--- src/hw/rtl/tmcp_pkg.sv ---
// Shared constants and types for the trellis minimum-cost path block.
// Used by tmcp_ctrl, tmcp_dp and the top level; no other dependencies.
`default_nettype none
package tmcp_pkg;
  localparam int DefMaxLayers = 16;
  localparam int DefMaxLanes  = 8;
  localparam int DefCostBits  = 16;
  localparam int PathBits     = 20;
  localparam logic [PathBits-1:0] PathMax = {PathBits{1'b1}};

  typedef enum logic [1:0] {
    MODE_CLEAR = 2'd0,
    MODE_EDGE  = 2'd1,
    MODE_TERM  = 2'd2,
    MODE_RUN   = 2'd3
  } mode_t;

  // controller to datapath commands
  typedef struct packed {
    logic clr_all;    // clear terminal valid bits
    logic wipe;       // clearing pass: zero one edge word
    logic ld_edge;    // write the edge store
    logic ld_term;    // write a terminal cost
    logic init;       // seed one lane of the last layer
    logic rd;         // read one edge and its child node
    logic relax;      // apply the edge read out last cycle
    logic find;       // pick the start lane of layer 0
    logic fetch;      // read the node word for the next trace item
    logic emit;       // emit one trace item
  } tmcp_cmd_t;
endpackage
`default_nettype wire

--- src/hw/rtl/tmcp_ctrl.sv ---
// Controller: decodes transactions and sequences the sweep and trace.
// Depends on tmcp_pkg; drives tmcp_dp.
`default_nettype none
module tmcp_ctrl
  import tmcp_pkg::*;
#(
  parameter int MAX_LAYERS = DefMaxLayers,
  parameter int MAX_LANES  = DefMaxLanes
) (
  input  wire logic       clk,
  input  wire logic       rst_n,
  input  wire logic       start,
  input  wire logic [1:0] in_mode,
  input  wire logic       cfg_we,
  input  wire logic [4:0] cfg_wdata,
  output logic            busy,
  output tmcp_cmd_t       cmd,
  output logic [$clog2(MAX_LAYERS)-1:0] p_r,
  output logic [((MAX_LANES > 1) ? $clog2(MAX_LANES) : 1)-1:0] a_r,
  output logic [((MAX_LANES > 1) ? $clog2(MAX_LANES) : 1)-1:0] b_r,
  output logic [$clog2(MAX_LAYERS)-1:0] last_layer
);
  localparam int LyB = $clog2(MAX_LAYERS);
  localparam int LnB = (MAX_LANES > 1) ? $clog2(MAX_LANES) : 1;

  typedef enum logic [2:0] {
    S_IDLE, S_CLEAR, S_INIT, S_SWEEP, S_DRAIN, S_FIND, S_READ, S_EMIT
  } state_t;

  state_t         state_r;
  logic [4:0]     layers_r;
  logic [LyB-1:0] s_r;
  logic           relax_r;
  logic           go, b_wrap, a_wrap, p_zero;

  // clamp layer count to 2..MAX_LAYERS
  always_comb begin
    if (layers_r < 5'd2) last_layer = LyB'(1);
    else if (32'(layers_r) > MAX_LAYERS) last_layer = LyB'(MAX_LAYERS-1);
    else last_layer = LyB'(layers_r - 5'd1);
  end

  assign go     = start && !busy;
  assign busy   = (state_r != S_IDLE);
  assign b_wrap = (b_r == LnB'(MAX_LANES-1));
  assign a_wrap = (a_r == LnB'(MAX_LANES-1));
  assign p_zero = (p_r == '0);

  always_comb begin
    cmd         = '0;
    cmd.clr_all = go && (mode_t'(in_mode) == MODE_CLEAR);
    cmd.ld_edge = go && (mode_t'(in_mode) == MODE_EDGE);
    cmd.ld_term = go && (mode_t'(in_mode) == MODE_TERM);
    cmd.wipe    = (state_r == S_CLEAR);
    cmd.init    = (state_r == S_INIT);
    cmd.rd      = (state_r == S_SWEEP);
    cmd.relax   = relax_r;
    cmd.find    = (state_r == S_FIND);
    cmd.fetch   = (state_r == S_READ);
    cmd.emit    = (state_r == S_EMIT);
  end

  always_ff @(posedge clk) begin
    if (!rst_n) begin
      state_r  <= S_CLEAR;
      layers_r <= 5'd16;
      p_r      <= LyB'(MAX_LAYERS-1);
      a_r      <= '0;
      b_r      <= '0;
      s_r      <= '0;
      relax_r  <= 1'b0;
    end else begin
      if (cfg_we) layers_r <= cfg_wdata;
      // relax in the cycle after each edge read
      relax_r <= (state_r == S_SWEEP);
      unique case (state_r)
        S_IDLE: begin
          if (go && mode_t'(in_mode) == MODE_CLEAR) begin
            p_r     <= LyB'(MAX_LAYERS-1);
            a_r     <= '0;
            b_r     <= '0;
            state_r <= S_CLEAR;
          end else if (go && mode_t'(in_mode) == MODE_RUN) begin
            a_r     <= '0;
            state_r <= S_INIT;
          end
        end
        S_INIT: begin
          // seed one last-layer lane per cycle
          if (a_wrap) begin
            a_r     <= '0;
            b_r     <= '0;
            p_r     <= last_layer - 1'b1;
            state_r <= S_SWEEP;
          end else begin
            a_r <= a_r + 1'b1;
          end
        end
        S_CLEAR, S_SWEEP: begin
          // advance to-lane, then from-lane, then layer downward
          if (b_wrap) begin
            b_r <= '0;
            if (a_wrap) begin
              a_r <= '0;
              if (p_zero) state_r <= (state_r == S_CLEAR) ? S_IDLE : S_DRAIN;
              else p_r <= p_r - 1'b1;
            end else begin
              a_r <= a_r + 1'b1;
            end
          end else begin
            b_r <= b_r + 1'b1;
          end
        end
        S_DRAIN: state_r <= S_FIND;
        S_FIND: begin
          s_r     <= '0;
          state_r <= S_READ;
        end
        S_READ: state_r <= S_EMIT;
        S_EMIT: begin
          s_r <= s_r + 1'b1;
          if (s_r == last_layer) state_r <= S_IDLE;
          else state_r <= S_READ;
        end
        default: state_r <= S_IDLE;
      endcase
    end
  end
endmodule
`default_nettype wire
--- config.mk ---
export PLATFORM = sky130hd
export DESIGN_NAME = tmcp_ctrl
export DESIGN_NICKNAME = d
export VERILOG_FILES = /design/src/hw/rtl/tmcp_pkg.sv /design/src/hw/rtl/tmcp_ctrl.sv
export SDC_FILE = /design/constraint.sdc
export NUM_CORES = 1
export LEC_CHECK = 0
export BUFFER_PORTS_ARGS = -buffer_cell sky130_fd_sc_hd__clkbuf_2
export CELL_PAD_IN_SITES_DETAIL_PLACEMENT = 1
export CELL_PAD_IN_SITES_GLOBAL_PLACEMENT = 1
export CORE_ASPECT_RATIO = 0.5
export CORE_UTILIZATION = 39
export CTS_CLUSTER_DIAMETER = 50
export DETAILED_ROUTE_END_ITERATION = 16
export PLACE_DENSITY_LB_ADDON = 0.1
export SLEW_MARGIN = 25
export SYNTH_ARGS = -nofsm -noshare
export SYNTH_HDL_FRONTEND = slang
export SYNTH_SLANG_ARGS = --single-unit
--- constraint.sdc ---
create_clock -name clk -period 2.5 [get_ports clk]
set_input_delay 0.375 -clock clk [delete_from_list [all_inputs] [get_ports clk]]
set_output_delay 0.375 -clock clk [all_outputs]
set_load 0.1 [all_outputs]
==> flow_summary.toml, run 1 <==
[sta]
final.period_utilization_pct = 94.7
setup_violations_final = 0
worst_clock_skew_ns = 0.00239
fmax_ghz = 0.422
min_period_ns = 2.37
worst_slew_margin_rel_pct = 58.5
fin_hold_ws_ns = 0.326
worst-slew-pin-transition_ns = 0.621
drv_slew = 0
final_hold_viol_count = 0
grt_setup_unrepaired = "no"

[layout]
synth_to_layout_area_growth_pct = 17.2
final_design_area_no_fill_mm2 = 0.00177
finish.cell_count_without_fillers = 271
drive_above_1_share_pct = 23.2
finish.net_count = 239
n_diodes = 0
fin_util_pct = 49.7

[synth]
yosysTopAreaCell = "dfxtp_1"
postSynthNetCount = 206
asyncSetResetFlopFracSynth_pct = 0
synthesis.yosys.warnings = 0
synth_top_cell_area_share_pct = 30.4
number_of_flops_mapped_to_enable_cells_by_yosys = 0
postSynthAreaPerCell_um2 = 8.05
yosys-top-cells-area = "dfxtp_1 (30%), mux2i_1 (6.0%), nor2_1 (6.0%)"
synth_seq_cells = 23
synth_ff_type = "dfxtp_1"
synth-seq-area-share_pct = 30.4
synthesis.instances = 188
netlist-cell-type-count = 47
mappedNetlistArea_mm2 = 0.00151

[critical_path]
worst_ep_required_time_ns = 2.12
worst-setup-path-type = "reg -> out"
r2r-end = "p_r[1]"
reg2reg_from = "state_r[2]"
endpoint_kind = "primary output"
path_max_fanout = 20
critPathLaunchType = "register"
arrival_ns = 1.99
rr_worst_depth = 5
regToRegSetupSlack_ns = 0.46

[die]
num_rows = 15
die_h_um = 46.0
floorplan.initialDensity_pct = 42.4
design.die.area_mm2 = 0.00415
core-area_mm2 = 0.00357
ios = 36
die_w_um = 90.1

[placed_design]
last_weighted_congestion_value_of_the_routability_driven_placer = 0.826
buffer_ports.inserted = 35
placed_cells = 267
place_area_mm2 = 0.00173
place.detailed.hpwl_um = 3120

[clocking]
cts_num_sinks = 23
postCtsSetupBuffers = 0
h-tree-depth = 1
worst_skew_pair.late_latency_ns = 0.26
cts_inserted_buffers = 3
clk_pin_slew_worst_paths_ns = 0.08
ctsHoldBuffers = 0
tritoncts = "built"
post_cts.resized_instances = 0
clockBufferDepth = 2
clockRootBuffer = "clkbuf_8"

[drt]
ant_nets = 0
vias = 1429
drc_violation_count_after_routing = 0
finalWirelength_um = 3870
routed_wire_length_per_instance_um = 14.3
firstDrtPassIters = 4
vias_per_inst = 5.27
initialDrtViolationCount = 45

[global_route]
wire_length_of_the_first_global_routing_pass_um = 6400
first_global_vias = 1282
antenna_violations_before_repair = 0
grt.total_usage_pct = 20.0
maximum_number_of_pins_on_one_net_before_global_route_repair = 21
globalRoute.totalOverflow = 0

[worst_hold_path]
worst_hold_startpoint = "cfg_wdata[4]"
worst_hold_endpoint = "layers_r[4]"
timing.hold.worst_path_depth = 3
hold_class = "in -> reg"

[power]
power.ir.vdd_worst_v = 0.000192
power_density_mw_per_mm2 = 452
post-layout-total-power_mw = 0.801
leakage_nw = 0.809

[outcome]
status = "finished, final reports clean"

[flow_run]
cap_violations = 0
==> cells in the mapped netlist (all sizes together), types with 4 or more instances <==
| library cell | instances |
|---|---|
| nor3b | 6 |
| a21oi | 13 |
| mux2i | 9 |
| o21ai | 8 |
| dfxtp | 23 |
| clkbuf | 5 |
| inv | 11 |
| ha | 7 |
| nor2 | 24 |
| nor3 | 12 |
| nand2 | 18 |
| buf | 4 |
==> cell type report <==
type | instances | area, um^2
Clock buffer | 4 | 45.0
Tap cell | 51 | 63.8
Inverter | 12 | 45.0
Multi-Input combinational cell | 144 | 968
Timing Repair Buffer | 37 | 190
Fill cell | 456 | 1790
Sequential cell | 23 | 460
==> flip-flops by register name, indices dropped and copies added (netlist names) <==
register,count
p_r,4
relax_r,1
s_r,4
state_r,3
a_r,3
layers_r,5
b_r,3
==> power by group <==
group	leakage, nW	internal [mW]	switching (mW)	total (mW)
combinational	0.599	0.0452	0.134	0.179
clock	0.0228	0.114	0.121	0.235
sequential	0.187	0.375	0.0117	0.387
==> cells by family (layout without fill, tap and decap cells) <==
family / count (synthesis) / after routing / share of synthesized area (%)
muxes: 9 / 9 / 5.96
AOI/OAI and AO/OA: 39 / 39 / 17.7
and+or+nand+nor: 85 / 85 / 30.9
xor gates and xnor gates: 4 / 4 / 3.56
DFF: 23 / 23 / 30.4
buffers and inverters: 21 / 53 / 5.71
adders and majority gates: 7 / 7 / 5.79
==> routing by layer <==
layer  GRT usage (%)  vias up  routed length [um]
met4            1.94        0                   8
met5               0        -                   0
met1            29.8      673                2170
met3            4.67        2                 122
met2            30.2       23                1570
li1                -      731                   -
==> critical path, stage by stage, from the launching register on <==
cell and delay, ns:
dfxtp_1 0.73, nand2_1 0.27, nor2_1 0.23, clkbuf_2 0.49
==> layout by cell type (no fill, tap or decap), types with 2 or more instances in the layout <==
cell and n:
clkbuf_8 3, o31ai_1 3, and2b_1 2, dfxtp_1 23
and3_1 2, o21ai_0 7, mux2i_1 9, nand4_1 3
nor3_1 10, nand3_1 3, nor3_2 2, or3_1 2
o2bb2ai_1 2, nor4_2 2, clkbuf_2 35, o21bai_1 2
inv_1 11, a32oi_1 2, and2_1 2, nor2b_1 3
nor2_1 23, ha_1 7, a21oi_1 12, nor3b_1 6
xnor2_1 2, nand2_1 18, buf_4 2
==> how the worst max path moves through the flow <==
stage                start       endpoint  slack [ns]  cells after the start
6_report        state_r[2]         cmd[2]        0.13                      3
5_1_grt         state_r[2]         cmd[2]        0.02                      3
4_1_cts        layers_r[0]  last_layer[2]        0.15                      7
3_5_place_dp   layers_r[0]  last_layer[2]        0.46                      7
3_3_place_gp   layers_r[0]  last_layer[2]        0.51                      7
2_1_floorplan   state_r[2]         cmd[7]       -0.94                      4
==> metrics by stage <==
stage	TNS, ns	worst slack [ns]
after floorplan	-5.35	-0.938
after global placement	0	0.513
after detailed placement	0	0.463
after CTS	0	0.150
after global routing	0	0.0240
final	0	0.132
(Power assumes the default switching activity.)
==> run 2: changes to the inputs <==
--- a/config.mk
+++ b/config.mk
@@ -5,7 +5,7 @@
 export SDC_FILE = /design/constraint.sdc
 export NUM_CORES = 1
 export LEC_CHECK = 0
-export BUFFER_PORTS_ARGS = -buffer_cell sky130_fd_sc_hd__clkbuf_2
+export BUFFER_PORTS_ARGS = -buffer_cell sky130_fd_sc_hd__buf_4
 export CELL_PAD_IN_SITES_DETAIL_PLACEMENT = 1
 export CELL_PAD_IN_SITES_GLOBAL_PLACEMENT = 1
 export CORE_ASPECT_RATIO = 0.5
==> run 2 against run 1 <==
  * Hold slack got worse by 0.0093 ns
  * Total power grew 2.9%
  * Clock power is 3% higher
  * First-iteration DRC count is 27% lower
  * Cell count down 0.37%
  * Largest power group unchanged
  * Design area up 4.6%
  * Core utilization up 2.3 points
  * Highest routed layer unchanged
  * Critical path depth grew 4
  * Wire length increased by 9.0%
  * Die area unchanged
==> flow_summary.toml, run 2 (synthesis gave the netlist of run 1 again) <==
[clocking]
cts_inserted_buffers = 3
clk_pin_slew_worst_paths_ns = 0.08
post_cts.resized_instances = 0
ctsHoldBuffers = 0
cts_num_sinks = 23
worst_skew_pair.late_latency_ns = 0.28
clockBufferDepth = 2
tritoncts = "built"
postCtsSetupBuffers = 0
h-tree-depth = 1
clockRootBuffer = "clkbuf_8"

[drt]
routed_wire_length_per_instance_um = 15.6
vias = 1495
vias_per_inst = 5.54
finalWirelength_um = 4220
ant_nets = 0
drc_violation_count_after_routing = 0
initialDrtViolationCount = 33
firstDrtPassIters = 4

[sta]
final.period_utilization_pct = 90.1
fin_hold_ws_ns = 0.317
fmax_ghz = 0.444
grt_setup_unrepaired = "no"
worst_slew_margin_rel_pct = 62.3
worst-slew-pin-transition_ns = 0.564
setup_violations_final = 0
min_period_ns = 2.25
final_hold_viol_count = 0
worst_clock_skew_ns = 0.00946
finalSetupTns_ns = 0
drv_slew = 0

[die]
die_w_um = 90.1
floorplan.initialDensity_pct = 42.4
core-area_mm2 = 0.00357
ios = 36
num_rows = 15
design.die.area_mm2 = 0.00415
die_h_um = 46.0

[global_route]
maximum_number_of_pins_on_one_net_before_global_route_repair = 21
first_global_vias = 1444
grt.total_usage_pct = 22.2
antenna_violations_before_repair = 0
globalRoute.totalOverflow = 0
wire_length_of_the_first_global_routing_pass_um = 7090

[layout]
largest-register = "layers_r"
n_diodes = 0
finish.net_count = 238
synth_to_layout_area_growth_pct = 22.6
layout.cells.most_common = "buf_4"
drive_above_1_share_pct = 23.3
final_cell_mix = "buf_4 (36), nor2_1 (23), dfxtp_1 (23)"
largestRegisters = "layers_r: 5 flops, p_r: 4 flops, s_r: 4 flops"
largest_register_ff_count = 5

[placed_design]
last_weighted_congestion_value_of_the_routability_driven_placer = 0.837
buffer_ports.inserted = 35
place.detailed.hpwl_um = 3360

[power]
power.ir.vdd_worst_v = 0.000209
post-layout-total-power_mw = 0.824
power_density_mw_per_mm2 = 444
leakage_nw = 0.830

[worst_hold_path]
hold_class = "in -> reg"

[critical_path]
endpoint_kind = "primary output"
path_max_fanout = 6
critPathLaunchType = "register"
worst-setup-path-type = "reg -> out"
worst_ep_required_time_ns = 2.12
arrival_ns = 1.88

[flow_run]
cap_violations = 0

[outcome]
status = "finished, final reports clean"
run 2: changes by cell type in the layout (fill, tap and decap cells not counted), sizes merged:
| cell | delta |
|---|---|
| buf | +34 |
| clkinv | +1 |
| clkbuf | -36 |
run 2: worst paths after layout:
kind                                   start            end  slack [ns]  cells past startpoint
worst max-delay path             layers_r[0]  last_layer[2]        0.25                      7
worst min-delay path            cfg_wdata[4]    layers_r[4]        0.32                      3
worst max register to register    state_r[2]         p_r[1]        0.53                      6
worst min register to register        a_r[1]         a_r[1]        0.55                      2
run 2: critical path, stage by stage (launching register included):
cell and delay, ns:
dfxtp_1 0.38, inv_1 0.08, ha_1 0.22, o21ai_1 0.13, a211oi_2 0.36, nor2_1 0.09
inv_1 0.06, buf_4 0.28
run 2: report_power, final:
part	total (mW)	leakage [nW]	internal [mW]	switching (mW)
registers	0.388	0.187	0.375	0.0123
logic	0.193	0.617	0.0565	0.137
clock network	0.243	0.0255	0.112	0.132
run 2: final cells by class:
class,instances,area (um^2)
Multi-Input combinational cell,144,968
Tap cell,51,63.8
Clock inverter,1,5.00
Sequential cell,23,460
Clock buffer,3,41.3
Inverter,12,45.0
Timing Repair Buffer,36,270
Fill cell,473,1710
run 2: through the flow:
stage,util [%],cell area [um^2],worst slack (ns),std cells
after CTS,52.0,1850,0.250,270
after global placement,50.7,1810,0.538,266
after floorplan,-,1520,-0.938,188
after detailed placement,50.7,1810,0.534,266
final,52.0,1850,0.249,270
after global routing,52.0,1850,0.154,270
run 2: metal layers:
metal	up-vias	global-route usage, %	share of wire (%)
met5	-	0	0
met4	0	1.94	0.21
met3	2	5.33	3.5
met2	28	36.8	44
met1	731	30.9	52
li1	734	-	-
